[src/cwsk_pkg.sv]
// Package for the time-of-day clock: command codes, state limits and reset values.
`default_nettype none
package cwsk_pkg;

	typedef enum logic [2:0] {
		CMD_TICK     = 3'd0,
		CMD_MIN_UP   = 3'd1,
		CMD_MIN_DOWN = 3'd2,
		CMD_MODE     = 3'd3,
		CMD_TEMP     = 3'd4
	} cmd_t;

	localparam int SEC_W  = 6;
	localparam int MIN_W  = 6;
	localparam int HR_W   = 5;
	localparam int TEMP_W = 8;
	localparam int DIG_W  = 4;
	localparam int RAW_W  = 16;

	localparam logic [SEC_W-1:0]  SEC_LAST  = 6'd59;
	localparam logic [MIN_W-1:0]  MIN_LAST  = 6'd59;
	localparam logic [HR_W-1:0]   HR_LAST   = 5'd23;

	localparam logic [SEC_W-1:0]  SEC_RST   = 6'd0;
	localparam logic [MIN_W-1:0]  MIN_RST   = 6'd2;
	localparam logic [HR_W-1:0]   HR_RST    = 5'd5;
	localparam logic [TEMP_W-1:0] TEMP_RST  = 8'd23;

endpackage
`default_nettype wire

[src/cwsk_bcd.sv]
// Splits an 8-bit value into its decimal tens (mod 10) and units digits.
`default_nettype none
module cwsk_bcd (
	input  wire logic [cwsk_pkg::TEMP_W-1:0] value,
	output logic      [cwsk_pkg::DIG_W-1:0]  tens,
	output logic      [cwsk_pkg::DIG_W-1:0]  units
);
	logic [15:0] prod;
	logic [4:0]  quot;
	logic [7:0]  rem;

	always_comb begin
		// value / 10 via reciprocal multiply, exact for all 8-bit inputs
		prod  = 16'(value) * 16'd205;
		quot  = prod[15:11];
		rem   = value - (8'(quot) * 8'd10);
		units = rem[3:0];
		if (quot >= 5'd20) begin
			tens = 4'(quot - 5'd20);
		end else if (quot >= 5'd10) begin
			tens = 4'(quot - 5'd10);
		end else begin
			tens = quot[3:0];
		end
	end
endmodule
`default_nettype wire

[src/clock_with_set_keys_and_temp_view.sv]
// Top level of the time-of-day clock with minute keys and temperature view.
// One transaction per cycle is accepted. Each transaction is captured in an input
// register and applied to the clock state when it leaves that register; a tick
// loads the four display digits into the output register at the same edge as its
// state update, so a result is presented once its tick leaves the input register.
// Non-tick commands may update state and give no result. The only stall comes from
// a tick whose result cannot leave while out_ready low holds the output register.
`default_nettype none
module clock_with_set_keys_and_temp_view (
	input  wire logic                          clk,
	input  wire logic                          arst_n,
	input  wire logic                          in_valid,
	output logic                               in_ready,
	input  wire logic [2:0]                    cmd,
	input  wire logic [cwsk_pkg::RAW_W-1:0]    temp_raw,
	output logic                               out_valid,
	input  wire logic                          out_ready,
	output logic      [cwsk_pkg::DIG_W-1:0]    digit_left,
	output logic      [cwsk_pkg::DIG_W-1:0]    digit_second,
	output logic      [cwsk_pkg::DIG_W-1:0]    digit_third,
	output logic      [cwsk_pkg::DIG_W-1:0]    digit_right,
	output logic                               shows_temp
);
	logic                          valid_s1;
	cwsk_pkg::cmd_t                cmd_s1;
	logic [cwsk_pkg::RAW_W-1:0]    temp_raw_s1;

	logic [cwsk_pkg::SEC_W-1:0]    sec_q, sec_d;
	logic [cwsk_pkg::MIN_W-1:0]    min_q, min_d;
	logic [cwsk_pkg::HR_W-1:0]     hr_q, hr_d;
	logic                          mode_q, mode_d;
	logic [cwsk_pkg::TEMP_W-1:0]   temp_q, temp_d;

	logic [cwsk_pkg::MIN_W-1:0]    up_min, dn_min;
	logic [cwsk_pkg::HR_W-1:0]     up_hr, dn_hr;

	logic                          is_tick, out_free, advance;
	logic [cwsk_pkg::TEMP_W-1:0]   left_src;
	logic [cwsk_pkg::DIG_W-1:0]    left_tens, left_units, min_tens, min_units;

	logic                          out_valid_q;
	logic [cwsk_pkg::DIG_W-1:0]    dig_left_q, dig_second_q, dig_third_q, dig_right_q;
	logic                          shows_temp_q;

	assign is_tick  = valid_s1 && (cmd_s1 == cwsk_pkg::CMD_TICK);
	assign out_free = !out_valid_q || out_ready;
	assign advance  = valid_s1 && (!is_tick || out_free);
	assign in_ready = !valid_s1 || advance;

	always_ff @(posedge clk or negedge arst_n) begin
		if (!arst_n) begin
			valid_s1 <= 1'b0;
		end else if (in_ready) begin
			valid_s1 <= in_valid;
		end
	end

	always_ff @(posedge clk) begin
		if (in_ready && in_valid) begin
			cmd_s1      <= cwsk_pkg::cmd_t'(cmd);
			temp_raw_s1 <= temp_raw;
		end
	end

	always_comb begin
		if (min_q >= cwsk_pkg::MIN_LAST) begin
			up_min = '0;
			up_hr  = (hr_q >= cwsk_pkg::HR_LAST) ? '0 : hr_q + 1'b1;
		end else begin
			up_min = min_q + 1'b1;
			up_hr  = hr_q;
		end
		if (min_q == '0 || min_q > cwsk_pkg::MIN_LAST) begin
			dn_min = cwsk_pkg::MIN_LAST;
			dn_hr  = (hr_q == '0 || hr_q > cwsk_pkg::HR_LAST) ? cwsk_pkg::HR_LAST
				: hr_q - 1'b1;
		end else begin
			dn_min = min_q - 1'b1;
			dn_hr  = hr_q;
		end
	end

	always_comb begin
		sec_d  = sec_q;
		min_d  = min_q;
		hr_d   = hr_q;
		mode_d = mode_q;
		temp_d = temp_q;
		if (advance) begin
			case (cmd_s1)
				cwsk_pkg::CMD_TICK: begin
					if (sec_q >= cwsk_pkg::SEC_LAST) begin
						sec_d = '0;
						min_d = up_min;
						hr_d  = up_hr;
					end else begin
						sec_d = sec_q + 1'b1;
					end
				end
				cwsk_pkg::CMD_MIN_UP: begin
					if (!mode_q) begin
						min_d = up_min;
						hr_d  = up_hr;
					end
				end
				cwsk_pkg::CMD_MIN_DOWN: begin
					if (!mode_q) begin
						min_d = dn_min;
						hr_d  = dn_hr;
					end
				end
				cwsk_pkg::CMD_MODE: begin
					mode_d = !mode_q;
				end
				cwsk_pkg::CMD_TEMP: begin
					if (temp_raw_s1 != '0) begin
						temp_d = temp_raw_s1[cwsk_pkg::RAW_W-1 -: cwsk_pkg::TEMP_W];
					end
				end
				default: begin
				end
			endcase
		end
	end

	always_ff @(posedge clk or negedge arst_n) begin
		if (!arst_n) begin
			sec_q  <= cwsk_pkg::SEC_RST;
			min_q  <= cwsk_pkg::MIN_RST;
			hr_q   <= cwsk_pkg::HR_RST;
			mode_q <= 1'b0;
			temp_q <= cwsk_pkg::TEMP_RST;
		end else begin
			sec_q  <= sec_d;
			min_q  <= min_d;
			hr_q   <= hr_d;
			mode_q <= mode_d;
			temp_q <= temp_d;
		end
	end

	assign left_src = mode_q ? temp_q : cwsk_pkg::TEMP_W'(hr_d);

	cwsk_bcd u_bcd_left (
		.value (left_src),
		.tens  (left_tens),
		.units (left_units)
	);

	cwsk_bcd u_bcd_min (
		.value (cwsk_pkg::TEMP_W'(min_d)),
		.tens  (min_tens),
		.units (min_units)
	);

	always_ff @(posedge clk or negedge arst_n) begin
		if (!arst_n) begin
			out_valid_q <= 1'b0;
		end else if (out_free) begin
			out_valid_q <= advance && is_tick;
		end
	end

	always_ff @(posedge clk) begin
		if (out_free && advance && is_tick) begin
			dig_left_q   <= left_tens;
			dig_third_q  <= left_units;
			dig_second_q <= mode_q ? '0 : min_tens;
			dig_right_q  <= mode_q ? '0 : min_units;
			shows_temp_q <= mode_q;
		end
	end

	assign out_valid    = out_valid_q;
	assign digit_left   = dig_left_q;
	assign digit_second = dig_second_q;
	assign digit_third  = dig_third_q;
	assign digit_right  = dig_right_q;
	assign shows_temp   = shows_temp_q;
endmodule
`default_nettype wire
[config.mk]
export PLATFORM = sky130hd
export DESIGN_NAME = clock_with_set_keys_and_temp_view
export DESIGN_NICKNAME = d
export VERILOG_FILES = /design/src/cwsk_pkg.sv /design/src/cwsk_bcd.sv /design/src/clock_with_set_keys_and_temp_view.sv
export SDC_FILE = /design/constraint.sdc
export NUM_CORES = 1
export LEC_CHECK = 0
export BUFFER_PORTS_ARGS = -buffer_cell sky130_fd_sc_hd__buf_4
export CAP_MARGIN = 20
export CORE_UTILIZATION = 55
export CTS_BUF_LIST = sky130_fd_sc_hd__clkbuf_8
export CTS_CLUSTER_DIAMETER = 150
export DETAILED_ROUTE_END_ITERATION = 10
export GPL_TIMING_DRIVEN = 0
export PLACE_DENSITY = 0.74
export SYNTH_ARGS = -nofsm -noshare
export SYNTH_HDL_FRONTEND = slang
export SYNTH_SLANG_ARGS = --single-unit
[constraint.sdc]
create_clock -name clk -period 10.5 [get_ports clk]
set_input_delay 1.05 -clock clk [delete_from_list [all_inputs] [get_ports clk]]
set_output_delay 1.05 -clock clk [all_outputs]
set_load 0.1 [all_outputs]
Word-level counts from Yosys, hierarchy flattened
Cells that the tools add are included.
{ "word_totals": {"regBits": 64, "latchBits": 0, "ramBits": 0, "rom_bits": 0, "inputBits": 23, "out_inout_bits": 19, "wordCells": 86, "mem_count": 0} }
{ "op_classes": {"n_addsub": 11, "mul": 4, "div_mod_pow": 0, "n_lt_le_gt_ge": 9, "eq_ne": 4, "shift": 0, "n_mux": 22, "bitwise": 0, "reduce_logical": 22} }
{ "ops": {"columns": ["op", "n"], "rows": [
  ["two-way mux 6 bit", 7],
  ["two-way mux 5 bit", 8],
  ["case mux 6 bit (3 select lines)", 1],
  ["multiplier 8 x 8 -> 16 bit, second input constant", 1],
  ["two-way mux 4 bit", 4],
  ["nonzero test 16 bit", 1],
  ["greater-or-equal comparator 5 bit, second input constant", 3],
  ["case mux 5 bit (3 select lines)", 1],
  ["multiplier 6 x 8 -> 14 bit, second input constant", 1],
  ["adder 6 x 1 -> 6 bit, second input constant", 2],
  ["greater-or-equal comparator 6 bit, second input constant", 2],
  ["greater-or-equal comparator 5 x 4 -> 1 bit, second input constant", 2],
  ["multiplier 5 x 3 -> 3 bit, second input constant", 2],
  ["two-way mux 8 bit", 1],
  ["subtractor 4 x 3 -> 4 bit, second input constant", 2],
  ["subtractor 4 bit", 2],
  ["subtractor 4 bit, second input constant", 2],
  ["equality test 3 x 2 -> 1 bit, second input constant", 2],
  ["greater-than comparator 6 bit, second input constant", 1],
  ["logical AND 1 bit", 6],
  ["zero test 6 bit", 1],
  ["subtractor 6 x 1 -> 6 bit, second input constant", 1],
  ["adder 5 x 1 -> 5 bit, second input constant", 1],
  ["greater-than comparator 5 bit, second input constant", 1],
  ["9 further kinds", 17]
]} }

Depth between registers and ports, before layout
{ "logic_depth": {"word_depth": 12, "mapped_depth": 32, "ltp_nobuf": 31} }

Modules after synthesis
From an unflattened synthesis, not the netlist that was laid out.
{ "unflattened": {"hier_cells": 644, "area_unflattened_um2": 6351.1} }
{ "by_module_without_submodules": {"columns": ["module", "n_inst", "cells_each", "area_each_um2", "seq_area_each_um2"], "rows": [
  ["clock_with_set_keys_and_temp_view", 1, 329, 3448.3, 1790.5],
  ["cwsk_bcd at u_bcd_left", 1, 164, 1493.9, 0.0],
  ["cwsk_bcd at u_bcd_min", 1, 151, 1408.9, 0.0]
]} }

Worst setup path before layout
No wires, ideal clock.
{ "synth_timing": {"path_type": "input port to flip-flop", "from": "in out_ready", "to": "reg dig_left_q (netlist bit digit_left[1]), data pin", "setup_ns": 0.258, "arrival_time_ns": 6.725, "required_ns": 10.242, "path_slack_ns": 3.517, "stages": 26, "n_path_buf": 0, "path_cell_list": "nand2b_1 nand3_1 inv_1 nand2_1 nand3_1 mux2_2 ha_1 fa_1 fa_1 inv_1 fa_1 inv_1 ha_1 a21o_1 a21o_1 a21o_1 nor2_1 a21oi_4 a311oi_4 xnor2_2 inv_1 ha_1 nand2_1 nand2_1 o31a_1 xor2_1"} }
{ "synth_between": {"elab_chain_cells": 9, "elab_cells_between_ends": 12, "classes_between": "2 x add/sub; 1 x mul; 2 x order compare; 4 x mux; 3 x reduce/logical"} }
{ "synth_rtl": {"columns": ["element", "line_no", "text"], "rows": [
  ["from (decl)", "clock_with_set_keys_and_temp_view.sv:17", "input wire logic out_ready,"],
  ["logical OR 1 bit *", "clock_with_set_keys_and_temp_view.sv:46", "assign out_free = !out_valid_q || out_ready;"],
  ["logical OR 1 bit *", "clock_with_set_keys_and_temp_view.sv:47", "assign advance = valid_s1 && (!is_tick || out_free);"],
  ["logical AND 1 bit *", "clock_with_set_keys_and_temp_view.sv:47", null],
  ["two-way mux 5 bit *", "clock_with_set_keys_and_temp_view.sv:89", "if (advance) begin"],
  ["via hr_d (one bit)", "clock_with_set_keys_and_temp_view.sv:30", "logic [cwsk_pkg::HR_W-1:0] hr_q, hr_d;"],
  ["two-way mux 8 bit *", "clock_with_set_keys_and_temp_view.sv:142", "assign left_src = mode_q ? temp_q : cwsk_pkg::TEMP_W'(hr_d);"],
  ["multiplier 8 x 8 -> 16 bit *", "cwsk_bcd.sv:14", "prod = 16'(value) * 16'd205;"],
  ["subtractor 4 bit / greater-or-equal comparator 5 x 4 -> 1 bit (equally long branches)", "cwsk_bcd.sv:21, cwsk_bcd.sv:20", null],
  ["two-way mux 4 bit", "cwsk_bcd.sv:20", "end else if (quot >= 5'd10) begin"],
  ["two-way mux 4 bit *", "cwsk_bcd.sv:18", "if (quot >= 5'd20) begin"],
  ["via left_tens (one bit)", "clock_with_set_keys_and_temp_view.sv:39", "logic [cwsk_pkg::DIG_W-1:0] left_tens, left_units, min_tens, min_units;"],
  ["to (signal assigned)", "clock_with_set_keys_and_temp_view.sv:166", "dig_left_q <= left_tens;"],
  ["to (decl)", "clock_with_set_keys_and_temp_view.sv:42", "logic [cwsk_pkg::DIG_W-1:0] dig_left_q, dig_second_q, dig_third_q, dig_right_q;"]
]} }
Mark *: on every way through the listed nets, which the timed path passes. The rest lies on a longest branch.
A chain may end at the register's enable or synchronous reset.

Worst setup path in the final report
{ "layout_timing": {"from": "reg min_q[0] (netlist bit)", "to": "reg dig_left_q (netlist bit digit_left[1]), data pin"} }
{ "layout_between": {"elab_chain_cells": 11, "elab_cells_between_ends": 19, "classes_between": "2 x add/sub; 1 x mul; 4 x order compare; 10 x mux; 2 x reduce/logical"} }
{ "layout_rtl": {"columns": ["element", "line_no", "text"], "rows": [
  ["from (decl)", "clock_with_set_keys_and_temp_view.sv:29", "logic [cwsk_pkg::MIN_W-1:0] min_q, min_d;"],
  ["from (signal assigned)", "clock_with_set_keys_and_temp_view.sv:129", "min_q <= cwsk_pkg::MIN_RST;"],
  ["from (signal assigned)", "clock_with_set_keys_and_temp_view.sv:135", "min_q <= min_d;"],
  ["greater-than comparator 6 bit / zero test 6 bit (equally long branches)", "clock_with_set_keys_and_temp_view.sv:73", "if (min_q == '0 || min_q > cwsk_pkg::MIN_LAST) begin"],
  ["logical OR 1 bit", "clock_with_set_keys_and_temp_view.sv:73", null],
  ["two-way mux 5 bit", "clock_with_set_keys_and_temp_view.sv:73", null],
  ["two-way mux 5 bit", "clock_with_set_keys_and_temp_view.sv:107", "if (!mode_q) begin"],
  ["case mux 5 bit (3 select lines) *", "clock_with_set_keys_and_temp_view.sv:90", "case (cmd_s1)"],
  ["two-way mux 5 bit *", "clock_with_set_keys_and_temp_view.sv:89", null],
  ["via hr_d (one bit)", "clock_with_set_keys_and_temp_view.sv:30", null],
  ["two-way mux 8 bit *", "clock_with_set_keys_and_temp_view.sv:142", null],
  ["multiplier 8 x 8 -> 16 bit *", "cwsk_bcd.sv:14", null],
  ["subtractor 4 bit / greater-or-equal comparator 5 x 4 -> 1 bit (equally long branches)", "cwsk_bcd.sv:21, cwsk_bcd.sv:20", null],
  ["two-way mux 4 bit", "cwsk_bcd.sv:20", null],
  ["two-way mux 4 bit *", "cwsk_bcd.sv:18", null],
  ["via left_tens (one bit)", "clock_with_set_keys_and_temp_view.sv:39", null]
]} }
Marked as above.

==> impl_summary.md <==
Outcome
The flow ran to the end, and the final reports show no timing, DRC or antenna violations.

Layout
Once layout is done, the placed cells without fillers occupy roughly 6000 µm². The diode insertion count for antenna repair is 0. The final cell count without fillers is between 700 and 800. The area growth from synthesis to layout is 12.46%. In the final layout, the share of cells above drive strength 1 is around 18%.

The sequential cells in the finished layout cover a total of between 1500 and 2000 µm². The combined area of the multi-input logic cells is 3313 µm². After the last flow step, the layout net total stands at 690. The filler cells instantiated in the layout total ~800.

STA
The fmax is 128.3 MHz. The worst slew margin relative to its limit is 40.26%. Clock skew on the completed layout was measured at 0.01008 ns. The transition time of the tightest slew-check pin is between 0.8 and 0.9 ns. Setup repair after global routing left no endpoint under its margin. The count of endpoints failing hold in the final timing report is 0.

The count of final max-slew check failures is 0. Setup violations remaining at the end of the flow were counted as 0. The total negative slack for setup checks is 0 ns. Of the available clock period, the critical path in the final layout requires roughly three quarters.

The shortest clock period the worst path allows after layout is between 7 and 8 ns.

Clock tree
The clock-pin slew on the worst setup and hold paths is 0.07 ns. The insertion delay of the later-clocked pin in the worst-skew pair is about 0.35 ns. The buffer count from post-CTS setup fixing is 0. The post-cts gate resize count is 0. The number of levels in the clock H-tree is 3. Counting the buffers created by CTS gives 9. Counting along the longest clock path gives a buffer depth of 2.

The number of buffers added to fix hold violations after cts is 0. Clock tree synthesis found a total of 63 sinks. TritonCTS built the clock tree. The cell at the root of the clock tree is sky130_fd_sc_hd__clkbuf_8.

Synth
The proportion of synthesized flip-flops having asynchronous set or reset is between 40% and 50%. Counting flops with a built-in enable in the synthesized netlist gives 35. Yosys printed 0 warnings. The post-synthesis sequential area ratio is 32.97%. By instance count, the leading cell after synthesis is sky130_fd_sc_hd__ha_1. The synthesized design spends more area on one cell type than any other, namely sky130_fd_sc_hd__edfxtp_1. In the synthesized netlist, the cells that appear most often are 74 x sky130_fd_sc_hd__ha_1, 48 x sky130_fd_sc_hd__inv_1, 36 x sky130_fd_sc_hd__nand2_1. By area the synthesized netlist is led by sky130_fd_sc_hd__edfxtp_1 20%, sky130_fd_sc_hd__ha_1 17%, sky130_fd_sc_hd__dfrtp_1 9.8%.

In this run, synthesis produced a sequential element count of 63. After synthesis, the largest area contributor takes up between 10% and 20% of total cell area. When the netlist entered floorplanning its net count stood at between 600 and 700. The number of instances in the synthesized netlist is between 500 and 600.

The netlist area before placement is 5340 µm². A synthesized cell averages a little over 10 µm². The most used flip-flop cell after synthesis is sky130_fd_sc_hd__edfxtp_1. The count of distinct cell types in the synthesized netlist is 72.

Critical path
In this run the critical register-to-register path is captured at digit_left[1]$_DFFE_PP_. In this run the worst path has a maximum fanout of 6. The kind of cell adding the most delay to the critical path is compound AO/OA/AOI/OAI gates.

The critical path required time is around 11 ns. The critical path startpoint category is a flop. The cell with the biggest individual delay on the critical path is sky130_fd_sc_hd__fa_1. The class of the most critical setup path is reg2reg. The kind of end point of the critical path is a flop. The most frequent cell on the critical path is sky130_fd_sc_hd__ha_1.

Counting both buffers and inverters, the worst setup path holds a total of 4. The worst setup path endpoint is digit_left[1]$_DFFE_PP_. The origin of the worst setup path is min_q[0]$_DFF_PN0_. STA puts the critical path data arrival time at 7.89 ns. The worst register-to-register path has a setup slack of approximately 2.7 ns. The delay contributed by the slowest stage of the critical path is between 0.5 and 0.6 ns. The critical path crosses 30 cells after its start point.

The worst reg2reg path depth is 30. In this run the critical register-to-register path is launched from min_q[0]$_DFF_PN0_.

Global routing
Global routing finished with a remaining overflow of 0. The overall fraction of global-route tracks in use is between 20 and 25%. The initial antenna violation count is 0. The via count of the first global-routing pass is between 4000 and 5000.

The maximum number of pins on one net before global-route repair is 29. The first global-routing pass estimated ~19000 µm of wire.

Floorplan
The total area inside the core boundary comes to a little over 9000 µm². Measured along the y axis, the die boundary spans 100.5 µm. During I/O placement, the number of pins put on the boundary was 42. The starting density of the core is a little under three fifths. The die extent in x is 100.5 µm. The overall die area is ~10000 µm². The floorplan row count is 35.

Placement
Counting tap cells, the placed design contains a total of 691 instances. In this run the cell area measured after placement is about 5800 µm². Detailed placement ended at an HPWL of roughly 9000 µm. At the end of routability-driven placement, the weighted congestion stood at ~0.90. The count of input and output buffers is 40.

Routing
Using the TritonRoute via totals, the vias-per-cell ratio works out to between 5 and 6. In the final routed layout, each cell accounts on average for 16.64 µm. The count of vias placed by the detailed router is roughly 4200. The remaining routing DRC violations is 0. The pre-antenna-repair detailed-routing pass consisted of 7 iterations. The overall routed net length is about 12000 µm. The antenna violation net count after detailed routing is 0.

The number of DRC violations after detailed-routing iteration 0 is 270.

Power and ir drop
The total power consumption of the routed design is about 1900 µW. The power density normalized to cell area is ~320 nW/µm². For this design the static power due to leakage is 0.002796 µW. Across the VDD grid, the largest voltage drop is about 0.32 mV.

Flow run
The tool flagged a number of max-cap violations equal to 0.

Worst hold path
The path class of the lowest-slack min-delay path is reg2reg. The hold path startpoint is sec_q[1]$_DFFE_PN0P_.
cell usage in the layout, fill, tap and decap left out, drive strengths merged, types with 3 or more instances in the layout:
master   count
nor4b        3
a21o         8
and2        11
dfrtp       21
ha          74
fa          19
clkbuf      21
nor3         7
nand4        7
a21oi       25
nand2       36
o2111a       3
a211oi       5
o21ai       26
a31oi       12
nand3       16
inv         49
nor2b        6
xor2        10
nor4         6
a22oi        3
nand2b       5
edfxtp      35
o211ai       5
buf         48
dfstp        7
or2          6
clkinv       4
a311oi       3
xnor2       13
o2111ai      3
mux2        15
nor2        24
how the worst min path moves through the flow:
stage	endpoint	slack [ns]	depth (start not counted)
floorplan	sec_q[1]$_DFFE_PN0P_	0.47	2
global placement	sec_q[1]$_DFFE_PN0P_	0.48	2
detailed placement	sec_q[1]$_DFFE_PN0P_	0.49	2
CTS	sec_q[1]$_DFFE_PN0P_	0.51	2
global route	temp_q[7]$_DFFE_PN0P_	0.53	1
finish	sec_q[1]$_DFFE_PN0P_	0.50	2
worst register-to-register path, delay by kind of cell (launching register included):
kind                       cells  cell delay, ns
xor gates and xnor gates       2            0.26
buffers and inverters          4            0.38
adders and majority gates      7            2.29
muxes                          1            0.38
DFF                            1            0.44
and+or+nand+nor                5            1.17
AOI/OAI and AO/OA             11            2.61
area by class of cell:
class                           count  share of cell area [%]
Buffer                             19                   1.438
Timing Repair Buffer               41                   5.125
Sequential cell                    63                   29.31
Multi-Input combinational cell    392                   55.17
Clock inverter                      7                   1.208
Clock buffer                        9                   2.063
Tap cell                          129                   2.688
Inverter                           48                   3.000
kinds of logic (layout without fill, tap and decap cells):
group                    after synthesis  after routing  share of synthesized area (%)
AO/OA/AOI/OAI                        118            118                          15.77
XOR/XNOR                              24             24                          4.335
adder cells (fa/ha/maj)               93             93                          24.46
buffers and inverters                 67            124                          4.991
flip-flops                            63             63                          32.97
multiplexers                          17             17                          3.538
other                                  1              1                        0.07022
AND/OR/NAND/NOR                      139            139                          13.87
per-stage QoR:
step | hold WS [ns] | util, % | setup WS (ns)
2_1_floorplan | 0.4657 | - | 3.517
4_1_cts | 0.5087 | 64.31 | 2.790
3_5_place_dp | 0.4921 | 62.20 | 2.579
3_3_place_gp | 0.4808 | 62.20 | 2.782
6_report | 0.5025 | 64.39 | 2.706
5_1_grt | 0.5314 | 64.39 | 2.211
state kept, by name, indices dropped and copies added (netlist names), 3 cells and up:
register	count
min_q	6
temp_q	8
temp_raw_s1	16
sec_q	6
digit_right	4
cmd_s1	3
digit_third	4
digit_second	3
digit_left	4
hr_q	5
power by group:
part / leakage [µW] / internal [µW] / switching, µW / total (µW)
registers: 0.000676 / 344 / 34.9 / 379
logic: 0.00202 / 551 / 785 / 1340
clock network: 0.0000972 / 110 / 104 / 214
metal layers:
| layer | part of all wire (%) | vias up | global-route usage (%) | routed length [µm] |
|---|---|---|---|---|
| li1 | - | 2015 | - | - |
| met1 | 42 | 2040 | 30.39 | 4892 |
| met2 | 50 | 131 | 42.94 | 5862 |
| met3 | 6.0 | 33 | 5.687 | 706 |
| met4 | 2.7 | 0 | 9.365 | 321 |
| met5 | 0 | - | 0 | 0 |
Power figures use the tool's default switching activity.
